## config.mk

```make
export PLATFORM = sky130hd
export DESIGN_NAME = seven_segment_text_scanner
export DESIGN_NICKNAME = d
export VERILOG_FILES = /design/src/rtl/sst_pkg.sv /design/src/rtl/seven_segment_text_scanner.sv
export SDC_FILE = /design/constraint.sdc
export NUM_CORES = 1
export LEC_CHECK = 0
export BUFFER_PORTS_ARGS = -buffer_cell sky130_fd_sc_hd__buf_2
export CAP_MARGIN = 10
export CORE_ASPECT_RATIO = 1.2
export CORE_MARGIN = 2
export CORE_UTILIZATION = 55
export CTS_CLUSTER_DIAMETER = 50
export DETAILED_ROUTE_END_ITERATION = 6
export HOLD_SLACK_MARGIN = 0.1
export PLACE_DENSITY = 0.75
export SYNTH_ARGS = -nofsm -noshare
export SYNTH_HDL_FRONTEND = slang
export SYNTH_SLANG_ARGS = --single-unit
```

## constraint.sdc

```tcl
create_clock -name i_clk -period 3.05 [get_ports i_clk]
set_input_delay 0.1525 -clock i_clk [delete_from_list [all_inputs] [get_ports i_clk]]
set_output_delay 0.1525 -clock i_clk [all_outputs]
set_load 0.1 [all_outputs]
```

## src/rtl/sst_pkg.sv

```systemverilog
// Package: constants, payload types and the character-to-segment lookup of the scanner.
`default_nettype none
package sst_pkg;

    localparam int NUM_DIGITS = 4;
    localparam int WPOS_W     = $clog2(NUM_DIGITS + 1);
    localparam int SCAN_W     = (NUM_DIGITS > 1) ? $clog2(NUM_DIGITS) : 1;
    localparam int SEG_W      = 8;
    localparam int ENABLE_W   = 4;

    localparam logic FUNC_TEXT = 1'b0;
    localparam logic FUNC_TICK = 1'b1;

    localparam logic [7:0] CHAR_NUL        = 8'h00;
    localparam logic [7:0] CHAR_DOT        = 8'h2E;
    localparam logic [7:0] CHAR_MINUS      = 8'h2D;
    localparam logic [7:0] CHAR_UNDERSCORE = 8'h5F;
    localparam logic [7:0] CHAR_ZERO       = 8'h30;
    localparam logic [7:0] CHAR_NINE       = 8'h39;

    localparam logic [SEG_W-1:0] SEG_BLANK = 8'h00;
    localparam logic [SEG_W-1:0] SEG_G     = 8'h40;
    localparam logic [SEG_W-1:0] SEG_D     = 8'h08;
    localparam logic [SEG_W-1:0] SEG_DP    = 8'h80;

    localparam logic [SEG_W-1:0] DIGIT_TABLE [10] = '{
        8'h3F, 8'h06, 8'h5B, 8'h4F, 8'h66, 8'h6D, 8'h7D, 8'h07, 8'h7F, 8'h6F
    };

    typedef struct packed {
        logic       func;
        logic [7:0] char_code;
        logic       first_char;
    } t_in_item;

    typedef struct packed {
        logic [SEG_W-1:0]    segments;
        logic [ENABLE_W-1:0] digit_enable;
    } t_out_item;

    function automatic logic [SEG_W-1:0] char_to_segments(input logic [7:0] c);
        logic [7:0] d;
        d = c - CHAR_ZERO;
        if (c >= CHAR_ZERO && c <= CHAR_NINE) begin
            return DIGIT_TABLE[d[3:0]];
        end else if (c == CHAR_MINUS) begin
            return SEG_G;
        end else if (c == CHAR_UNDERSCORE) begin
            return SEG_D;
        end else begin
            return SEG_BLANK;
        end
    endfunction

endpackage
`default_nettype wire

```

## src/rtl/seven_segment_text_scanner.sv

```systemverilog
// Top level: multiplexed seven-segment text driver with scan-tick output.
// Every transaction passes through an input register, and a tick's result is written from
// there into an output register, which holds it until it is taken. One transaction is
// taken per cycle while no tick waits; a tick waits in the input register only while the
// output register holds an untaken result. Text transactions write the pattern store and
// give no result.
`default_nettype none
module seven_segment_text_scanner
    import sst_pkg::*;
(
    input  wire logic      i_clk,
    input  wire logic      i_rst_n,
    input  wire logic      i_in_valid,
    output      logic      o_in_ready,
    input  wire t_in_item  i_in_data,
    output      logic      o_out_valid,
    input  wire logic      i_out_ready,
    output      t_out_item o_out_data
);

    logic                r_in_valid;
    t_in_item            r_in;
    logic                r_out_valid;
    t_out_item           r_out;
    logic [SEG_W-1:0]    r_pat [NUM_DIGITS];
    logic [SEG_W-1:0]    n_pat [NUM_DIGITS];
    logic [WPOS_W-1:0]   r_wpos;
    logic [WPOS_W-1:0]   n_wpos;
    logic [SCAN_W-1:0]   r_scan;
    logic [WPOS_W-1:0]   pos;
    logic                out_free;
    logic                stage_go;
    logic                text_go;
    logic                tick_go;

    assign out_free   = !r_out_valid || i_out_ready;
    assign stage_go   = r_in_valid && (r_in.func == FUNC_TEXT || out_free);
    assign text_go    = stage_go && r_in.func == FUNC_TEXT;
    assign tick_go    = stage_go && r_in.func == FUNC_TICK;
    assign o_in_ready = !r_in_valid || stage_go;
    assign o_out_valid = r_out_valid;
    assign o_out_data  = r_out;

    always_comb begin
        n_pat  = r_pat;
        n_wpos = r_wpos;
        pos    = r_in.first_char ? '0 : r_wpos;
        if (pos < WPOS_W'(NUM_DIGITS)) begin
            if (r_in.char_code == CHAR_NUL) begin
                for (int i = 0; i < NUM_DIGITS; i++) begin
                    if (WPOS_W'(i) >= pos) begin
                        n_pat[i] = SEG_BLANK;
                    end
                end
                n_wpos = WPOS_W'(NUM_DIGITS);
            end else if (r_in.char_code == CHAR_DOT && pos != '0) begin
                for (int i = 0; i < NUM_DIGITS; i++) begin
                    if (WPOS_W'(i + 1) == pos) begin
                        n_pat[i] = r_pat[i] | SEG_DP;
                    end
                end
                n_wpos = pos;
            end else begin
                for (int i = 0; i < NUM_DIGITS; i++) begin
                    if (WPOS_W'(i) == pos) begin
                        n_pat[i] = char_to_segments(r_in.char_code);
                    end
                end
                n_wpos = pos + WPOS_W'(1);
            end
        end else begin
            n_wpos = pos;
        end
    end

    always_ff @(posedge i_clk) begin
        if (o_in_ready) begin
            r_in <= i_in_data;
        end
        if (tick_go) begin
            r_out.segments     <= r_pat[r_scan];
            r_out.digit_enable <= ENABLE_W'(1) << r_scan;
        end
        if (!i_rst_n) begin
            r_in_valid  <= 1'b0;
            r_out_valid <= 1'b0;
            r_wpos      <= '0;
            r_scan      <= '0;
            for (int i = 0; i < NUM_DIGITS; i++) begin
                r_pat[i] <= SEG_BLANK;
            end
        end else begin
            if (o_in_ready) begin
                r_in_valid <= i_in_valid;
            end
            if (tick_go) begin
                r_out_valid <= 1'b1;
                r_scan <= (r_scan == SCAN_W'(NUM_DIGITS - 1)) ? '0 : r_scan + SCAN_W'(1);
            end else if (i_out_ready) begin
                r_out_valid <= 1'b0;
            end
            if (text_go) begin
                r_pat  <= n_pat;
                r_wpos <= n_wpos;
            end
        end
    end

    a_enable_onehot: assert property (@(posedge i_clk) disable iff (!i_rst_n)
        o_out_valid |-> $onehot(o_out_data.digit_enable))
        else $error("digit enable not one-hot");

    a_wpos_range: assert property (@(posedge i_clk) disable iff (!i_rst_n)
        r_wpos <= WPOS_W'(NUM_DIGITS))
        else $error("write position out of range");

    a_scan_range: assert property (@(posedge i_clk) disable iff (!i_rst_n)
        r_scan <= SCAN_W'(NUM_DIGITS - 1))
        else $error("scan index out of range");

    a_text_no_result: assert property (@(posedge i_clk) disable iff (!i_rst_n)
        text_go && out_free |=> !o_out_valid)
        else $error("text transaction produced a result");

endmodule
`default_nettype wire

```

# Yosys cells after proc, flatten, opt, wreduce, memory -nomap -nowiden
# Memory sizes are Yosys's and may differ from the RTL's.
# Cells that the tools add are included.
[word_totals]
ff_bits = 61
mem_bits_ro = 128
output_inout_bits = 14
in_bits = 14
memories = 1
[mem_list]
columns = ["name", "words", "width", "rd", "rd_clocked_by_memory_dff", "wr", "line", "source"]
rows = [
  ["(name not given)", 16, 8, 1, 0, 0, "sst_pkg.sv:45", "return DIGIT_TABLE[d[3:0]];"],
]
[op_classes]
magnitude_cmp = 9
n_reduce_logical = 30
addsub = 3
shifts = 1
n_eq_ne = 17
n_bitwise = 3
mux = 29
[ops]
columns = ["cell", "n"]
rows = [
  ["$mux 8", 17],
  ["$mux 32", 2],
  ["$reduce_and 5->1", 8],
  ["$bmux 8 s2", 1],
  ["$eq 8x6->1 const B", 2],
  ["$reduce_bool 3->1", 5],
  ["$mux 3", 4],
  ["$ne 3x2->1 const B", 4],
  ["$reduce_bool 2->1", 5],
  ["$eq 8x7->1 const B", 1],
  ["$ge 8x6->1 const B", 1],
  ["$le 8x6->1 const B", 1],
  ["$logic_not 8->1", 1],
  ["$ne 2x1->1 const B", 4],
  ["$mux 7", 1],
  ["$eq 2x3->1 const A", 2],
  ["$ge 1x3->1 const A", 2],
  ["$ge 2x3->1 const A", 2],
  ["$ge 5x5->1 const B", 1],
  ["$logic_and 1x1->1", 5],
  ["$not 4->5", 1],
  ["$mux 4", 1],
  ["$shl 1x2->4 const A", 1],
  ["$sub 4x1->4 const B", 1],
  ["15 further kinds", 19],
]

# Depth between registers and ports, before layout
# Gate-level depths: netlist of run 1.
[logic_depth]
depth_word = 9
ltp_mapped = 7
mapped_depth_nobuf = 7

# Least setup slack after synthesis of run 1
# No wires, ideal clock.
[synth_timing]
path_type = "register -> register"
from = "register r_out_valid, in the netlist o_out_valid"
to = "register r_in[0] (netlist name) (enable)"
stages_incl_launch_ff = 3
setup_time_ns = 0.654
n_path_buf = 0
path_slack_ns = 0.191
t_required_ns = 2.396
synth_period_minus_slack_ns = 2.859
t_arrival_ns = 2.205
cell_sequence = "dfxtp_1 -> nor2b_1 -> nand3_1"
[synth_between]
elab_chain_cells = 5
[synth_rtl]
columns = ["item", "line", "source"]
rows = [
  ["start: declaration", "seven_segment_text_scanner.sv:23", "logic r_out_valid;"],
  ["start signal: assignment", "seven_segment_text_scanner.sv:86", "r_out_valid <= 1'b0;"],
  ["start signal: assignment", "seven_segment_text_scanner.sv:97", "r_out_valid <= 1'b1;"],
  ["start signal: assignment", "seven_segment_text_scanner.sv:100", "r_out_valid <= 1'b0;"],
  ["$logic_not 1->1", "seven_segment_text_scanner.sv:36", "assign out_free = !r_out_valid || i_out_ready;"],
  ["$logic_or 1x1->1", "seven_segment_text_scanner.sv:36", ""],
  ["$logic_or 1x1->1", "seven_segment_text_scanner.sv:37", "assign stage_go = r_in_valid && (r_in.func == FUNC_TEXT || out_free);"],
  ["$logic_and 1x1->1", "seven_segment_text_scanner.sv:37", ""],
  ["$logic_or 1x1->1", "seven_segment_text_scanner.sv:40", "assign o_in_ready = !r_in_valid || stage_go;"],
  ["net o_in_ready", "seven_segment_text_scanner.sv:14", "output logic o_in_ready,"],
  ["end signal: assignment", "seven_segment_text_scanner.sv:78", "r_in <= i_in_data;"],
  ["end: declaration", "seven_segment_text_scanner.sv:22", "t_in_item r_in;"],
]
# The timed path passes the listed nets, and every way through them passes these cells.
# A chain may end at the register's enable or synchronous reset.

# Worst setup path in the final report of run 1
[layout_timing]
from = "register r_in[0] (netlist name)"
to = "register r_pat[31] (netlist name)"
[layout_between]
elab_chain_cells = 5
[layout_rtl]
columns = ["item", "line", "source"]
rows = [
  ["$mux 3 *", "seven_segment_text_scanner.sv:47", "pos = r_in.first_char ? '0 : r_wpos;"],
  ["parallel branches: the longest is 4 deep, another holds $ge 1x3->1", "--", ""],
  ["end signal: assignment", "seven_segment_text_scanner.sv:103", "r_pat <= n_pat;"],
  ["end: declaration", "seven_segment_text_scanner.sv:25", "logic [SEG_W-1:0] r_pat [NUM_DIGITS];"],
]
# Every way passes the cells marked *.

==> results of run 1 <==
## flip-flops by register name (all words and copies together), names as in the netlist
register / cells
r_pat: 32
o_out_data: 12
r_in: 10
r_wpos: 3
r_scan: 2
o_out_valid: 1
r_in_valid: 1
## layout by cell type (no fill, tap or decap), types with 9 or more instances in the layout
cell	Yosys	routed
a21oi_1	17	17
buf_2	0	27
clkbuf_8	0	9
dfxtp_1	39	39
dlygate4sd3_1	0	12
edfxtp_1	22	22
ha_1	9	9
inv_1	9	9
mux2i_1	28	28
nand2_1	9	9
nor2_1	42	42
## layout make-up
cell class	instances	share of cell area [%]
Tap cell	60	2.28
Sequential cell	61	43.8
Inverter	11	1.26
Multi-Input combinational cell	163	38.4
Clock inverter	7	2.02
Timing Repair Buffer	42	8.44
Clock buffer	9	3.77
## path summary, 6_finish.rpt
check | endpoint | slack (ns) | depth (start not counted)
max | r_pat[31]$_SDFFE_PN0P_ | 0.54 | 7
min | o_out_valid$_SDFFE_PN0P_ | 0.15 | 4
max reg2reg | r_pat[31]$_SDFFE_PN0P_ | 0.54 | 7
min reg2reg | r_pat[7]$_SDFFE_PN0P_ | 0.45 | 2
## critical path: stages (launching register included)
cell	delay, ns
edfxtp_1	0.51
nor2b_1	0.22
inv_1	0.14
ha_1	0.28
a2111oi_4	0.67
inv_2	0.10
or3_1	0.38
a21oi_1	0.14
## power groups by stage
stage | clock [mW] | sequential (mW) | combinational (mW)
3_5_place_dp | 0 | 0.912 | 0.149
2_1_floorplan | 0 | 0.931 | 0.0922
4_1_cts | 0.703 | 0.894 | 0.161
3_3_place_gp | 0 | 0.910 | 0.147
5_1_grt | 0.729 | 0.898 | 0.179
6_report | 0.691 | 0.894 | 0.162
## metal layers
metal | track usage (%) | part of all wire, %
met5 | 0 | 0
met1 | 27.0 | 43
met4 | 12.0 | 1.4
met2 | 34.3 | 50
met3 | 4.38 | 5.2
## cells by family (layout without fill, tap and decap cells)
group / after synthesis / in the layout / share of synthesized area [%]
buf+inv: 18 / 69 / 2.57
mux: 36 / 36 / 16.6
fa+ha+maj: 9 / 9 / 4.06
flops: 61 / 61 / 51.9
compound gates: 37 / 37 / 10.3
simple gates: 81 / 81 / 14.6
## metrics by stage
stage                     area, um2  power, mW  std cells
after floorplan                2780       1.02        242
after global placement         2980       1.06        325
after detailed placement       2980       1.06        325
after CTS                      3290       1.76        353
after global routing           3290       1.81        353
final                          3290       1.75        353
==> run_results.csv, run 1 <==
group,metric,value,unit
routing,routedWlPerCell,14.9,um
routing,wirelength,5.26,mm
global_routing,antenna_found_initial,0,
routing,num_vias,1949,
clock_network,clk_latency,0.34,ns
logic_synthesis,synthFlopType,"dfxtp_1",
worst_setup_path,crit_required,3.30,ns
clock_network,numClockSinks,61,
logic_synthesis,ys_seq_area_share,51.9,%
worst_setup_path,cp_data_arrival_time,2.76,ns
worst_setup_path,crit_fanout,9,
timing,rsz0062_at_grt,"false",
floorplan,rows,28,
global_routing,grtUsageTotal,21.5,%
worst_hold_path,hold_start,"i_out_ready",
pwr,leakagePower,1.19,nW
clock_network,cts_inserted_buffers,9,
floorplan,ioPinCount,28,
placed_design,io_buffer_count,27,
clock_network,postCtsSetupRepairBufs,0,
cells_and_area,seq_area,1440,um2
logic_synthesis,syn_inst,242,
logic_synthesis,yosysMostFrequentCell,"nor2_1",
floorplan,start_util,56.6,%
logic_synthesis,synthTopCellsByCount,"42 x nor2_1, 39 x dfxtp_1, 28 x mux2i_1",
pwr,combPwrFrac,9.3,%
timing,hold_viol_final,0,
timing,fin_ws,0.540,ns
pwr,power_switching,449,uW
placed_design,gp_congestion,0.817,
clock_network,cts_hold_buf,12,
timing,finalMaxSlewViolations,0,
cells_and_area,num-fill-cells,375,
floorplan,die_w,68.9,um
logic_synthesis,yosys_warnings,0,
run_status,outcome,"finished, final reports clean",
routing,drt-initial-drc-count,124,
cells_and_area,n_antenna_cell,0,
clock_network,clk_pin_slew_worst_paths,0.07,ns
timing,setup_viol,0,
routing,via_per_inst,5.52,
worst_setup_path,start_kind,"flip-flop",
pwr,p_seq_share,51.2,%
clock_network,cts_resized,0,
clock_network,cts_root_buf,"clkbuf_8",
floorplan,dieHeight,81.8,um
logic_synthesis,synthArstFlopShare,0,%
cells_and_area,drive_gt1_share,21.8,%
logic_synthesis,syn_area,2780,um2
cells_and_area,multi_input_area,1260,um2
cells_and_area,area_growth,18.5,%
logic_synthesis,synth_nets,265,
floorplan,coreArea,4900,um2
worst_hold_path,min_path_type,"in2reg",
timing,maxSlewHeadroom,45.4,%
placed_design,post-place-ws,0.587,ns
timing,fin_crit,2.51,ns
clock_network,cts.path.max_buffers,2,
global_routing,grt_max_degree,21,
pwr,intPower,1.30,mW
global_routing,grt_overflow_total,0,
logic_synthesis,ys_ff_latch,61,
logic_synthesis,synth.area.top_cells,"dfxtp_1 28%, edfxtp_1 24%, mux2i_1 10%",
logic_synthesis,avgSynthCellArea,11.5,um2
routing,first_pass_iters,4,
pwr,p_per_area,531,nW/um2
worst_setup_path,end_kind,"flip-flop",
logic_synthesis,synth_enable_flop_cells,22,
timing,finalCritPeriodShare,82.3,%
placed_design,place_hpwl,3.56,mm
routing,postRouteAntennaNets,0,
global_routing,grt_pass1_wl,8.73,mm
pwr,power_frac_clock,39.6,%
clock_network,cts_tree,"yes",
clock_network,cts-htree-levels,3,
run,drv_cap,0,
logic_synthesis,synth_cell_types,41,
floorplan,die-area,5630,um2
pwr,ir_drop,0.000320,V
logic_synthesis,synth.largest_area_cell,"dfxtp_1",
timing,fin_setup_tns,0,ns
routing,drc_errors,0,
worst_setup_path,r2r-start,"r_in[0]$_DFFE_PP_",
cells_and_area,post-route-util,67.1,%
global_routing,first_global_vias,1869,
worst_setup_path,path_class,"reg2reg",
timing,fin_skew,0.00977,ns
logic_synthesis,yosysTopAreaCellShare,28.1,%
cells_and_area,finalNetCount,311,
timing,worst_slew_pin_slew,0.817,ns
timing,max_freq,0.398,GHz
timing,hold_slack,0.145,ns
pwr,swShare,25.7,%
worst_setup_path,cp-startpoint,"r_in[0]$_DFFE_PP_",
Power figures use the tool's default switching activity.
==> run 2, diff against run 1 <==
--- a/config.mk
+++ b/config.mk
@@ -9,11 +9,11 @@
 export CAP_MARGIN = 10
 export CORE_ASPECT_RATIO = 1.2
 export CORE_MARGIN = 2
-export CORE_UTILIZATION = 55
+export CORE_UTILIZATION = 52
 export CTS_CLUSTER_DIAMETER = 50
 export DETAILED_ROUTE_END_ITERATION = 6
 export HOLD_SLACK_MARGIN = 0.1
-export PLACE_DENSITY = 0.75
+export PLACE_DENSITY = 0.74
 export SYNTH_ARGS = -nofsm -noshare
 export SYNTH_HDL_FRONTEND = slang
 export SYNTH_SLANG_ARGS = --single-unit
==> constraint.sdc (replaced) <==
create_clock -name i_clk -period 2.2 [get_ports i_clk]
set_input_delay 0.11 -clock i_clk [delete_from_list [all_inputs] [get_ports i_clk]]
set_output_delay 0.11 -clock i_clk [all_outputs]
set_load 0.1 [all_outputs]
==> run 2 against run 1 <==
Against the previous run:
- largest power group unchanged
- global-route usage shrank 1.2 points
- power is 43% higher
- register-to-register slack worse by 0.43 ns
- sequential power increased by 38%
- routed wire length increased by 1.2%
- critical path depth up 2
- maximum frequency rose by 20%
==> run_results.csv, run 2 (synthesized netlist as in run 1, its figures left out) <==
group,metric,value,unit
run_status,outcome,"finished, final reports clean",
pwr,leakagePower,1.31,nW
cells_and_area,num-fill-cells,414,
timing,fin_skew,0.0102,ns
worst_setup_path,end_kind,"flip-flop",
worst_setup_path,crit_required,2.42,ns
worst_setup_path,ff2ff_setup_slack,0.11,ns
placed_design,gp_congestion,0.882,
clock_network,clk_pin_slew_worst_paths,0.07,ns
cells_and_area,finalNetCount,332,
clock_network,clk_latency,0.34,ns
global_routing,grt_max_degree,20,
global_routing,first_global_vias,2088,
worst_setup_path,start_kind,"flip-flop",
worst_hold_path,min_path_type,"reg2reg",
timing,hold_viol_final,0,
routing,first_pass_iters,4,
floorplan,die_w,70.7,um
cells_and_area,largest_register_ffs,32,
routing,wl_met1,2.34,mm
placed_design,place_hpwl,3.75,mm
timing,rsz0062_at_grt,"false",
timing,fin_setup_tns,0,ns
clock_network,cts_root_buf,"clkbuf_8",
routing,via_per_inst,5.28,
floorplan,die-area,5940,um2
timing,finalCritPeriodShare,94.8,%
routing,drc_errors,0,
timing,maxSlewHeadroom,57.4,%
global_routing,antenna_found_initial,0,
timing,finalMaxSlewViolations,0,
routing,wirelength,5.32,mm
clock_network,cts-htree-levels,3,
routing,routedWlPerCell,14.2,um
routing,route.met3.wl,175,um
pwr,power.total,2.49,mW
pwr,p_per_area,712,nW/um2
clock_network,numClockSinks,61,
timing,setup_viol,0,
timing,worst_slew_pin_slew,0.637,ns
worst_setup_path,crit_fanout,9,
floorplan,rows,29,
worst_hold_path,hold_start,"r_pat[7]$_SDFFE_PN0P_",
worst_setup_path,r2r-start,"r_in[1]$_DFFE_PP_",
routing,num_vias,1985,
global_routing,grt_pass1_wl,9.35,mm
clock_network,cts_tree,"yes",
floorplan,ioPinCount,28,
clock_network,cts.path.max_buffers,2,
cells_and_area,final_cell_mix,"42 x nor2_1, 38 x dfxtp_1, 28 x mux2i_1, 27 x buf_2, 22 x edfxtp_1",
routing,postRouteAntennaNets,0,
floorplan,coreArea,5230,um2
run,drv_cap,0,
timing,fin_crit,2.09,ns
worst_setup_path,cp_data_arrival_time,2.30,ns
worst_setup_path,path_class,"reg2reg",
global_routing,grtUsageTotal,20.3,%
clock_network,cts_inserted_buffers,9,
cells_and_area,regMostFlops,"r_pat",
routing,drt-initial-drc-count,131,
cells_and_area,area_growth,26.0,%
cells_and_area,drive_gt1_share,29.6,%
routing,routed.top_layer,"met4",
global_routing,grt_overflow_total,0,
cells_and_area,n_antenna_cell,0,
floorplan,start_util,53.1,%
pwr,ir_drop,0.000503,V
worst_setup_path,cp-startpoint,"r_in[1]$_DFFE_PP_",
cells_and_area,layout_commonest_cell,"nor2_1",
floorplan,dieHeight,84.0,um
timing,max_freq,0.479,GHz
routing,wl_met2,2.73,mm
placed_design,io_buffer_count,27,
[run 2: cell count changes in the layout (fill, tap and decap cells not counted), moves of 2 or more]
cell / change
buf_6: +2
clkinv_1: -2
buf_4: +17
inv_6: +2
[run 2: area by class of cell]
type | count | area, um2 | share of cell area (%)
Clock buffer | 9 | 124 | 3.54
Clock inverter | 7 | 73.8 | 2.11
Inverter | 11 | 41.3 | 1.18
Multi-Input combinational cell | 163 | 1280 | 36.6
Sequential cell | 61 | 1440 | 41.3
Tap cell | 62 | 77.6 | 2.22
Timing Repair Buffer | 63 | 458 | 13.1
[run 2: path summary, 6_finish.rpt]
| check | end | depth (start not counted) |
|---|---|---|
| max reg2reg | r_pat[14]$_SDFFE_PN0P_ | 9 |
| min | r_pat[7]$_SDFFE_PN0P_ | 2 |
| max | r_pat[14]$_SDFFE_PN0P_ | 9 |
| min reg2reg | r_pat[7]$_SDFFE_PN0P_ | 2 |
[run 2: layer usage]
layer | up-vias | GRT usage (%)
li1 | 1015 | -
met1 | 922 | 24.0
met2 | 38 | 34.2
met3 | 10 | 3.62
met4 | 0 | 11.8
met5 | - | 0
[run 2: per-stage QoR]
step           util (%)  area, um2  setup WS, ns  hold WS [ns]  instances
5_1_grt            66.9       3500       0.00870         0.472        376
2_1_floorplan         -       2780        0.0594         0.209        242
3_5_place_dp       60.2       3140        0.0986         0.288        346
3_3_place_gp       60.2       3140         0.144         0.286        346
4_1_cts            66.4       3470        0.0758         0.455        375
6_report           66.9       3500         0.114         0.459        376
[run 2: worst max-delay path, cell delays in order (launching register included)]
cell and delay (ns):
edfxtp_1 0.40, inv_2 0.08, ha_1 0.21, nor4b_4 0.13
buf_4 0.16, and2_1 0.21, a2111oi_4 0.36, buf_12 0.18
mux2i_1 0.18, nor2_1 0.05
[run 2: repair_timing]
| item | in CTS | in global routing |
|---|---|---|
| setup buffers | 0 | 1 |
| resized for setup | 0 | 7 |
| endpoints found under the setup margin | 0 | 21 |
| hold buffers | 13 | 0 |
| endpoints found under the hold margin | 14 | 0 |
[run 2: report_power, final]
part	switching, mW	internal [mW]	leakage, nW	total [mW]
sequential	0.0271	1.20	0.535	1.23
combinational	0.157	0.119	0.680	0.276
clock	0.462	0.528	0.100	0.990
